--- config.mk ---
export PLATFORM = sky130hd
export DESIGN_NAME = encoder_position_accumulator_core
export DESIGN_NICKNAME = d
export VERILOG_FILES = /design/src/rtl/epa_pkg.sv /design/src/rtl/encoder_position_accumulator_core.sv /design/src/rtl/epa_cfg.sv
export SDC_FILE = /design/constraint.sdc
export NUM_CORES = 2
export LEC_CHECK = 0
export ABC_AREA = 1
export ABC_CLOCK_PERIOD_IN_PS = 15500
export BUFFER_PORTS_ARGS = -buffer_cell sky130_fd_sc_hd__buf_2
export CAP_MARGIN = 20
export CORE_AREA = 3 3 236 261
export DETAILED_ROUTE_END_ITERATION = 16
export DIE_AREA = 0 0 239 264
export GPL_TIMING_DRIVEN = 0
export PLACE_DENSITY = 0.72
export SETUP_SLACK_MARGIN = 0.1
export SLEW_MARGIN = 20
export SYNTH_ARGS = -nofsm -noshare
export SYNTH_HDL_FRONTEND = slang
export SYNTH_HIERARCHICAL = 1
export SYNTH_SLANG_ARGS = --single-unit
--- constraint.sdc ---
create_clock -name clk -period 15.5 [get_ports clk]
set_clock_uncertainty 0.2 [all_clocks]
set_input_delay 2.325 -clock clk [delete_from_list [all_inputs] [get_ports clk]]
set_output_delay 2.325 -clock clk [all_outputs]
set_load 0.02 [all_outputs]
--- src/rtl/epa_pkg.sv ---
package epa_pkg;

  localparam int unsigned RAW_W  = 16;
  localparam int unsigned POS_W  = 32;
  localparam int unsigned MULT_W = 16;
  localparam int unsigned APB_AW = 5;
  localparam int unsigned APB_DW = 32;

  // Unwrapped difference fits in 18 bits, product in 18 + 16
  localparam int unsigned DIFF_W = RAW_W + 2;
  localparam int unsigned PROD_W = DIFF_W + MULT_W;
  localparam int unsigned SUM_W  = PROD_W + 2;

  localparam logic [15:0]       PERIOD_RST = 16'hFFFF;
  localparam logic signed [15:0] MULT_RST  = 16'sd1;
  localparam logic signed [31:0] LOWER_RST = -32'sd2000000000;
  localparam logic signed [31:0] UPPER_RST = 32'sd2000000000;

  typedef enum logic [2:0] {
    REG_PERIOD = 3'd0,
    REG_MULT   = 3'd1,
    REG_LOWER  = 3'd2,
    REG_UPPER  = 3'd3,
    REG_LOOP   = 3'd4
  } reg_idx_t;

  typedef enum logic [1:0] {
    CMD_SAMPLE = 2'd0,
    CMD_SET    = 2'd1,
    CMD_RESYNC = 2'd2
  } cmd_t;

  typedef struct packed {
    logic [15:0]        period;
    logic signed [15:0] mult;
    logic signed [31:0] lo_bound;
    logic signed [31:0] hi_bound;
    logic               loop_mode;
  } cfg_t;

endpackage

--- src/rtl/encoder_position_accumulator_core.sv ---
// Encoder position accumulator.
// Input channel (in_valid/in_ready): one beat per command. SAMPLE carries a
// raw counter reading that is unwrapped against the previous reading, scaled
// by the step multiplier and added to the position, then clamped or looped
// at the limits. SET loads the position directly; RESYNC only moves the raw
// baseline. Every input beat gives exactly one output beat (out_position,
// out_changed), in order.
// On the way to out_valid a beat is registered in each stage: the first does
// the unwrap and the 18x16 multiply, the second does the wide add and the
// limit check against the running position. One beat per cycle sustained
// while out_ready stays high; on a stall one more beat still enters the first
// stage, and in_ready drops only when both stages hold data. Configuration is
// an APB register file (pready always high), written by the user only while
// the block is idle; the block does not enforce this. Synchronous reset loads
// the register defaults and clears position, baseline and all valid flags.
module encoder_position_accumulator_core (
  input  logic                        clk,
  input  logic                        rst_n,
  input  logic                        in_valid,
  output logic                        in_ready,
  input  logic [1:0]                  in_command,
  input  logic signed [15:0]          in_raw_count,
  input  logic signed [31:0]          in_new_value,
  output logic                        out_valid,
  input  logic                        out_ready,
  output logic signed [31:0]          out_position,
  output logic                        out_changed,
  input  logic                        psel,
  input  logic                        penable,
  input  logic                        pwrite,
  input  logic [epa_pkg::APB_AW-1:0]  paddr,
  input  logic [epa_pkg::APB_DW-1:0]  pwdata,
  output logic [epa_pkg::APB_DW-1:0]  prdata,
  output logic                        pready
);

  epa_pkg::cfg_t cfg;

  epa_cfg u_cfg (
    .clk     (clk),
    .rst_n   (rst_n),
    .psel    (psel),
    .penable (penable),
    .pwrite  (pwrite),
    .paddr   (paddr),
    .pwdata  (pwdata),
    .prdata  (prdata),
    .pready  (pready),
    .cfg     (cfg)
  );

  // ---------------- stage 1: unwrap and scale ----------------
  logic signed [epa_pkg::RAW_W-1:0]  last_raw_r;
  logic                              s1_valid_r;
  epa_pkg::cmd_t                     s1_cmd_r;
  logic                              s1_acc_r;
  logic signed [epa_pkg::PROD_W-1:0] s1_prod_r;
  logic signed [31:0]                s1_nv_r;

  epa_pkg::cmd_t                     cmd_in;
  logic signed [epa_pkg::DIFF_W-1:0] diff;
  logic signed [epa_pkg::DIFF_W-1:0] half_s;
  logic signed [epa_pkg::DIFF_W-1:0] period_s;
  logic signed [epa_pkg::DIFF_W-1:0] unwrap;
  logic signed [epa_pkg::PROD_W-1:0] prod;
  logic                              acc_en;
  logic                              in_fire;
  logic                              s1_adv;

  assign cmd_in   = epa_pkg::cmd_t'(in_command);
  assign diff     = {{2{in_raw_count[15]}}, in_raw_count} - {{2{last_raw_r[15]}}, last_raw_r};
  assign half_s   = $signed({3'b000, cfg.period[15:1]});
  assign period_s = $signed({2'b00, cfg.period});

  always_comb begin
    if (diff > half_s) begin
      unwrap = diff - period_s;
    end else if (diff < -half_s) begin
      unwrap = diff + period_s;
    end else begin
      unwrap = diff;
    end
  end

  assign prod   = unwrap * cfg.mult;
  assign acc_en = (in_command == epa_pkg::CMD_SAMPLE) && (in_raw_count != last_raw_r);

  assign s1_adv   = !out_valid || out_ready;
  assign in_ready = !s1_valid_r || s1_adv;
  assign in_fire  = in_valid && in_ready;

  always_ff @(posedge clk) begin
    if (!rst_n) begin
      s1_valid_r <= 1'b0;
      last_raw_r <= '0;
    end else begin
      if (in_fire) begin
        s1_valid_r <= 1'b1;
        if (in_command == epa_pkg::CMD_SAMPLE || in_command == epa_pkg::CMD_RESYNC) begin
          last_raw_r <= in_raw_count;
        end
      end else if (s1_adv) begin
        s1_valid_r <= 1'b0;
      end
    end
  end

  always_ff @(posedge clk) begin
    if (in_fire) begin
      s1_cmd_r  <= cmd_in;
      s1_acc_r  <= acc_en;
      s1_prod_r <= prod;
      s1_nv_r   <= in_new_value;
    end
  end

  // ---------------- stage 2: accumulate and limit ----------------
  logic signed [31:0]               position_r;
  logic signed [31:0]               last_reported_r;
  logic                             out_valid_r;
  logic signed [31:0]               out_position_r;
  logic                             out_changed_r;

  logic signed [epa_pkg::SUM_W-1:0] sum;
  logic signed [epa_pkg::SUM_W-1:0] lo_w;
  logic signed [epa_pkg::SUM_W-1:0] hi_w;
  logic signed [31:0]               limited;
  logic signed [31:0]               pos_nxt;
  logic                             chg_nxt;
  logic                             s2_fire;

  assign s2_fire = s1_valid_r && s1_adv;
  assign sum  = {{(epa_pkg::SUM_W-32){position_r[31]}}, position_r}
              + {{(epa_pkg::SUM_W-epa_pkg::PROD_W){s1_prod_r[epa_pkg::PROD_W-1]}}, s1_prod_r};
  assign lo_w = {{(epa_pkg::SUM_W-32){cfg.lo_bound[31]}}, cfg.lo_bound};
  assign hi_w = {{(epa_pkg::SUM_W-32){cfg.hi_bound[31]}}, cfg.hi_bound};

  always_comb begin
    if (sum > hi_w) begin
      limited = cfg.loop_mode ? cfg.lo_bound : cfg.hi_bound;
    end else if (sum < lo_w) begin
      limited = cfg.loop_mode ? cfg.hi_bound : cfg.lo_bound;
    end else begin
      limited = sum[31:0];
    end
  end

  always_comb begin
    pos_nxt = position_r;
    unique case (s1_cmd_r)
      epa_pkg::CMD_SAMPLE: if (s1_acc_r) pos_nxt = limited;
      epa_pkg::CMD_SET:    pos_nxt = s1_nv_r;
      default: ;
    endcase
  end

  // a SET also loads the report, so it never flags a change
  assign chg_nxt = (s1_cmd_r != epa_pkg::CMD_SET) && (pos_nxt != last_reported_r);

  always_ff @(posedge clk) begin
    if (!rst_n) begin
      position_r      <= '0;
      last_reported_r <= '0;
      out_valid_r     <= 1'b0;
    end else begin
      if (s2_fire) begin
        position_r      <= pos_nxt;
        last_reported_r <= pos_nxt;
        out_valid_r     <= 1'b1;
      end else if (out_ready) begin
        out_valid_r     <= 1'b0;
      end
    end
  end

  always_ff @(posedge clk) begin
    if (s2_fire) begin
      out_position_r <= pos_nxt;
      out_changed_r  <= chg_nxt;
    end
  end

  assign out_valid    = out_valid_r;
  assign out_position = out_position_r;
  assign out_changed  = out_changed_r;

  // ---------------- checks ----------------
  a_report_tracks: assert property (@(posedge clk) disable iff (!rst_n)
    position_r == last_reported_r)
    else $error("report register diverged from position");

  a_set_no_change: assert property (@(posedge clk) disable iff (!rst_n)
    s2_fire && s1_cmd_r == epa_pkg::CMD_SET |=> !out_changed && out_position == $past(s1_nv_r))
    else $error("set position result wrong");

  a_acc_in_limits: assert property (@(posedge clk) disable iff (!rst_n)
    s2_fire && s1_cmd_r == epa_pkg::CMD_SAMPLE && s1_acc_r
    |=> position_r >= $past(cfg.lo_bound) && position_r <= $past(cfg.hi_bound))
    else $error("accumulated position outside limits");

  a_stall_only_full: assert property (@(posedge clk) disable iff (!rst_n)
    !in_ready |-> s1_valid_r && out_valid_r && !out_ready)
    else $error("input stalled with room in the pipeline");

  a_idle_hold: assert property (@(posedge clk) disable iff (!rst_n)
    !s2_fire |=> $stable(position_r))
    else $error("position moved without a beat");

endmodule

--- src/rtl/epa_cfg.sv ---
module epa_cfg (
  input  logic                            clk,
  input  logic                            rst_n,
  input  logic                            psel,
  input  logic                            penable,
  input  logic                            pwrite,
  input  logic [epa_pkg::APB_AW-1:0]      paddr,
  input  logic [epa_pkg::APB_DW-1:0]      pwdata,
  output logic [epa_pkg::APB_DW-1:0]      prdata,
  output logic                            pready,
  output epa_pkg::cfg_t                   cfg
);

  logic [15:0]        period_r;
  logic signed [15:0] mult_r;
  logic signed [31:0] lower_r;
  logic signed [31:0] upper_r;
  logic               loop_r;
  logic               wr_en;
  logic [2:0]         idx;

  assign pready = 1'b1;
  assign idx    = paddr[4:2];
  assign wr_en  = psel && penable && pwrite;

  always_ff @(posedge clk) begin
    if (!rst_n) begin
      period_r <= epa_pkg::PERIOD_RST;
      mult_r   <= epa_pkg::MULT_RST;
      lower_r  <= epa_pkg::LOWER_RST;
      upper_r  <= epa_pkg::UPPER_RST;
      loop_r   <= 1'b0;
    end else if (wr_en) begin
      unique case (idx)
        epa_pkg::REG_PERIOD: period_r <= pwdata[15:0];
        epa_pkg::REG_MULT:   mult_r   <= $signed(pwdata[15:0]);
        epa_pkg::REG_LOWER:  lower_r  <= $signed(pwdata);
        epa_pkg::REG_UPPER:  upper_r  <= $signed(pwdata);
        epa_pkg::REG_LOOP:   loop_r   <= pwdata[0];
        default: ;
      endcase
    end
  end

  always_comb begin
    unique case (idx)
      epa_pkg::REG_PERIOD: prdata = {16'd0, period_r};
      epa_pkg::REG_MULT:   prdata = {16'd0, mult_r};
      epa_pkg::REG_LOWER:  prdata = lower_r;
      epa_pkg::REG_UPPER:  prdata = upper_r;
      epa_pkg::REG_LOOP:   prdata = {31'd0, loop_r};
      default:             prdata = '0;
    endcase
  end

  // limits are used in order, whichever register holds the smaller one
  always_comb begin
    cfg.period    = period_r;
    cfg.mult      = mult_r;
    cfg.loop_mode = loop_r;
    if (lower_r < upper_r) begin
      cfg.lo_bound = lower_r;
      cfg.hi_bound = upper_r;
    end else begin
      cfg.lo_bound = upper_r;
      cfg.hi_bound = lower_r;
    end
  end

endmodule

==> metrics <==
outcome completed; first-pass GRT wire length 163,000 µm; Mapped Area 32,490 µm²; drt total wl 104,600 µm; most frequent CP cell inv_1; startpoint types primary input; Yosys cell types 65; worst-case clock buffer depth 3; final non-filler cell total 5,494; number of DRC markers in iteration 0 2,682; area grow syn2layout 8.423%; Post-synth EDFFs 102; post-synth top area share 18.12%; Synth top cells by count nand2_1, inv_1, nor2_1; CTS HTree Levels 1; Seq/Total Area, Yosys 18.49%; Remaining DRCs 0; nets 5,413; Sink Count 249; maximum clock frequency 0.07943 GHz; CTS tree done; Max stage delay cell, worst path fa_1; Slew headroom 35.45%; placed cells 5,441; endpoints failing setup 0; worst skew pair latency 0.58 ns; final setup TNS 0 ns; total power 4.565 mW; Max Fanout on Critical Path 10; Root Driver clkbuf_16; pre-CTS setup slack 2.479 ns; global route overflow 0; die footprint 63,100 µm²; # port buffers 156; Static Leak 18.30 nW; kind of critical path primary input to flop; vias in the first global route 29,893; share of layout cells above drive strength 1 7.861%; Worst path depth 48; DP HPWL 86,990 µm; Syn Inst Count 4,522; ys flop type dfxtp_1; Mean Syn Cell Area 7.184 µm²; Post-CTS Setup Bufs 0; CTS resizes 0; period utilisation layout 81.22%; largest net degree at the start of global routing 38; Reg clk slew, reported paths 0.06 ns; count leader, synth nand2_1; Worst Path Buf+Inv 11; Worst setup EP type flop; Seq cells post-synth 249; DR vias/cell 5.599; Core Area 58,880 µm²; async set or reset register ratio after synthesis 0%; Crit path largest cell delay 0.58 ns; post-DR wirelength/cell 19.04 µm; hold buffers post-CTS 0; Die Ht 264 µm; RD Place Congestion 1.012; Total Routing Usage GR 33.05%; fin util 59.82%; family with the most delay on the worst path adder cells; worst path arrival time 12.76 ns; DR pass1 iterations 8; VDD IR max 0.1264 mV; synth top area cells fa_1, nand2_1, ha_1, inv_1, edfxtp_1; Synthesized Nets 5,224; Synth Warn # 6; worst min path class flop to flop; Slew Viols, Final 0; Core Rows 93; ANT nets after route 0; RSZ-0062 raised after global routing false; Max Cap Viol 0; initial antenna violation count 1; I/O pins 162; Starting Density 55.18%; fin crit period 12.59 ns; dominant cell type by area after synthesis fa_1; final worst setup slack 2.911 ns; Hold Path Depth 2; Via Count 30,760; Slew @ Worst Pin 0.9683 ns; TritonCTS buffer count 28; Fin. Hold Viols 0; required time worst endpoint 15.67 ns; cells on worst reg2reg path 46; PwrDens 129.6 nW/µm²; die extent in x 239 µm
## stage by stage
stage	instance area [µm²]	hold slack, ns
floorplan	32490	0.2274
global placement	34220	0.2450
detailed placement	34280	0.2519
CTS	35220	0.2609
global route	35220	0.2709
finish	35220	0.2613
## kinds of logic (layout without fill, tap and decap cells)
| family | after synthesis | in the layout | share of synthesized area (%) |
|---|---|---|---|
| simple gates | 1915 | 1915 | 25.09 |
| buf+inv | 1008 | 1218 | 12.29 |
| compound gates | 637 | 637 | 11.05 |
| fa+ha+maj | 608 | 608 | 30.21 |
| flops | 249 | 249 | 18.49 |
| xor+xnor | 104 | 104 | 2.862 |
| other cells | 1 | 3 | 0.01154 |
## area by class of cell
cell class / instances / area [µm²]
plain buffers: 155 / 790.8
well taps: 760 / 950.9
repair buffers: 159 / 828.3
flip-flops and latches: 249 / 6006
inverters: 853 / 3207
fillers: 5696 / 23660
multi-input cells: 3265 / 22500
clock buffers: 36 / 772.0
diodes: 2 / 5.005
clock inverters: 15 / 165.2
## where the power goes
part           total, mW  internal (mW)  leakage [nW]  switching (mW)
Sequential         0.846          0.792          2.18          0.0543
Clock              0.684          0.401         0.462           0.283
Combinational       3.04          0.949          15.7            2.09
Total               4.56           2.14          18.3            2.42
## registers in the layout, indices dropped and copies added (netlist names), 2 cells and up
name             flops
last_reported_r     32
s1_cmd_r             2
u_cfg/period_r      16
u_cfg/mult_r        16
out_position        32
u_cfg/lower_r       32
s1_prod_r           34
last_raw_r          16
s1_nv_r             32
u_cfg/upper_r       32
## cells in the final DEF (no fill, tap or decap), types with 72 or more instances in the layout
cell type / Yosys / layout
clkbuf_1: 86 / 90
a21oi_1: 237 / 237
ha_1: 314 / 314
nand2_1: 1067 / 1067
fa_1: 294 / 294
o21ai_0: 230 / 230
nand3_1: 347 / 347
edfxtp_1: 102 / 102
inv_1: 840 / 839
nor2_1: 357 / 357
buf_2: 41 / 197
dfxtp_1: 147 / 147
xor2_1: 72 / 72
## final timing paths
kind,startpoint,end,slack [ns]
worst max-delay path,in_raw_count[0],s1_prod_r[31]$_DFFE_PP_,2.91
worst min register to register,last_raw_r[10]$_SDFFE_PN0P_,last_raw_r[10]$_SDFFE_PN0P_,0.26
worst max register to register,last_raw_r[0]$_SDFFE_PN0P_,s1_prod_r[31]$_DFFE_PP_,4.48
worst min-delay path,last_raw_r[10]$_SDFFE_PN0P_,last_raw_r[10]$_SDFFE_PN0P_,0.26
## per-layer routing
metal | global-route usage, % | wire [µm]
met5 | 0 | 0
met4 | 19.40 | 7392
met3 | 4.072 | 7947
met2 | 55.40 | 48920
met1 | 40.92 | 40370
## worst register-to-register path: cells and delay by family, from the launching register on
family | cells | cell delay (ns)
xor gates and xnor gates | 2 | 0.81
AOI/OAI and AO/OA | 13 | 2.64
adders and majority gates | 10 | 4.39
buffers and inverters | 9 | 0.94
and+or+nand+nor | 12 | 1.52
DFF | 1 | 0.32
(Power assumes the default switching activity.)
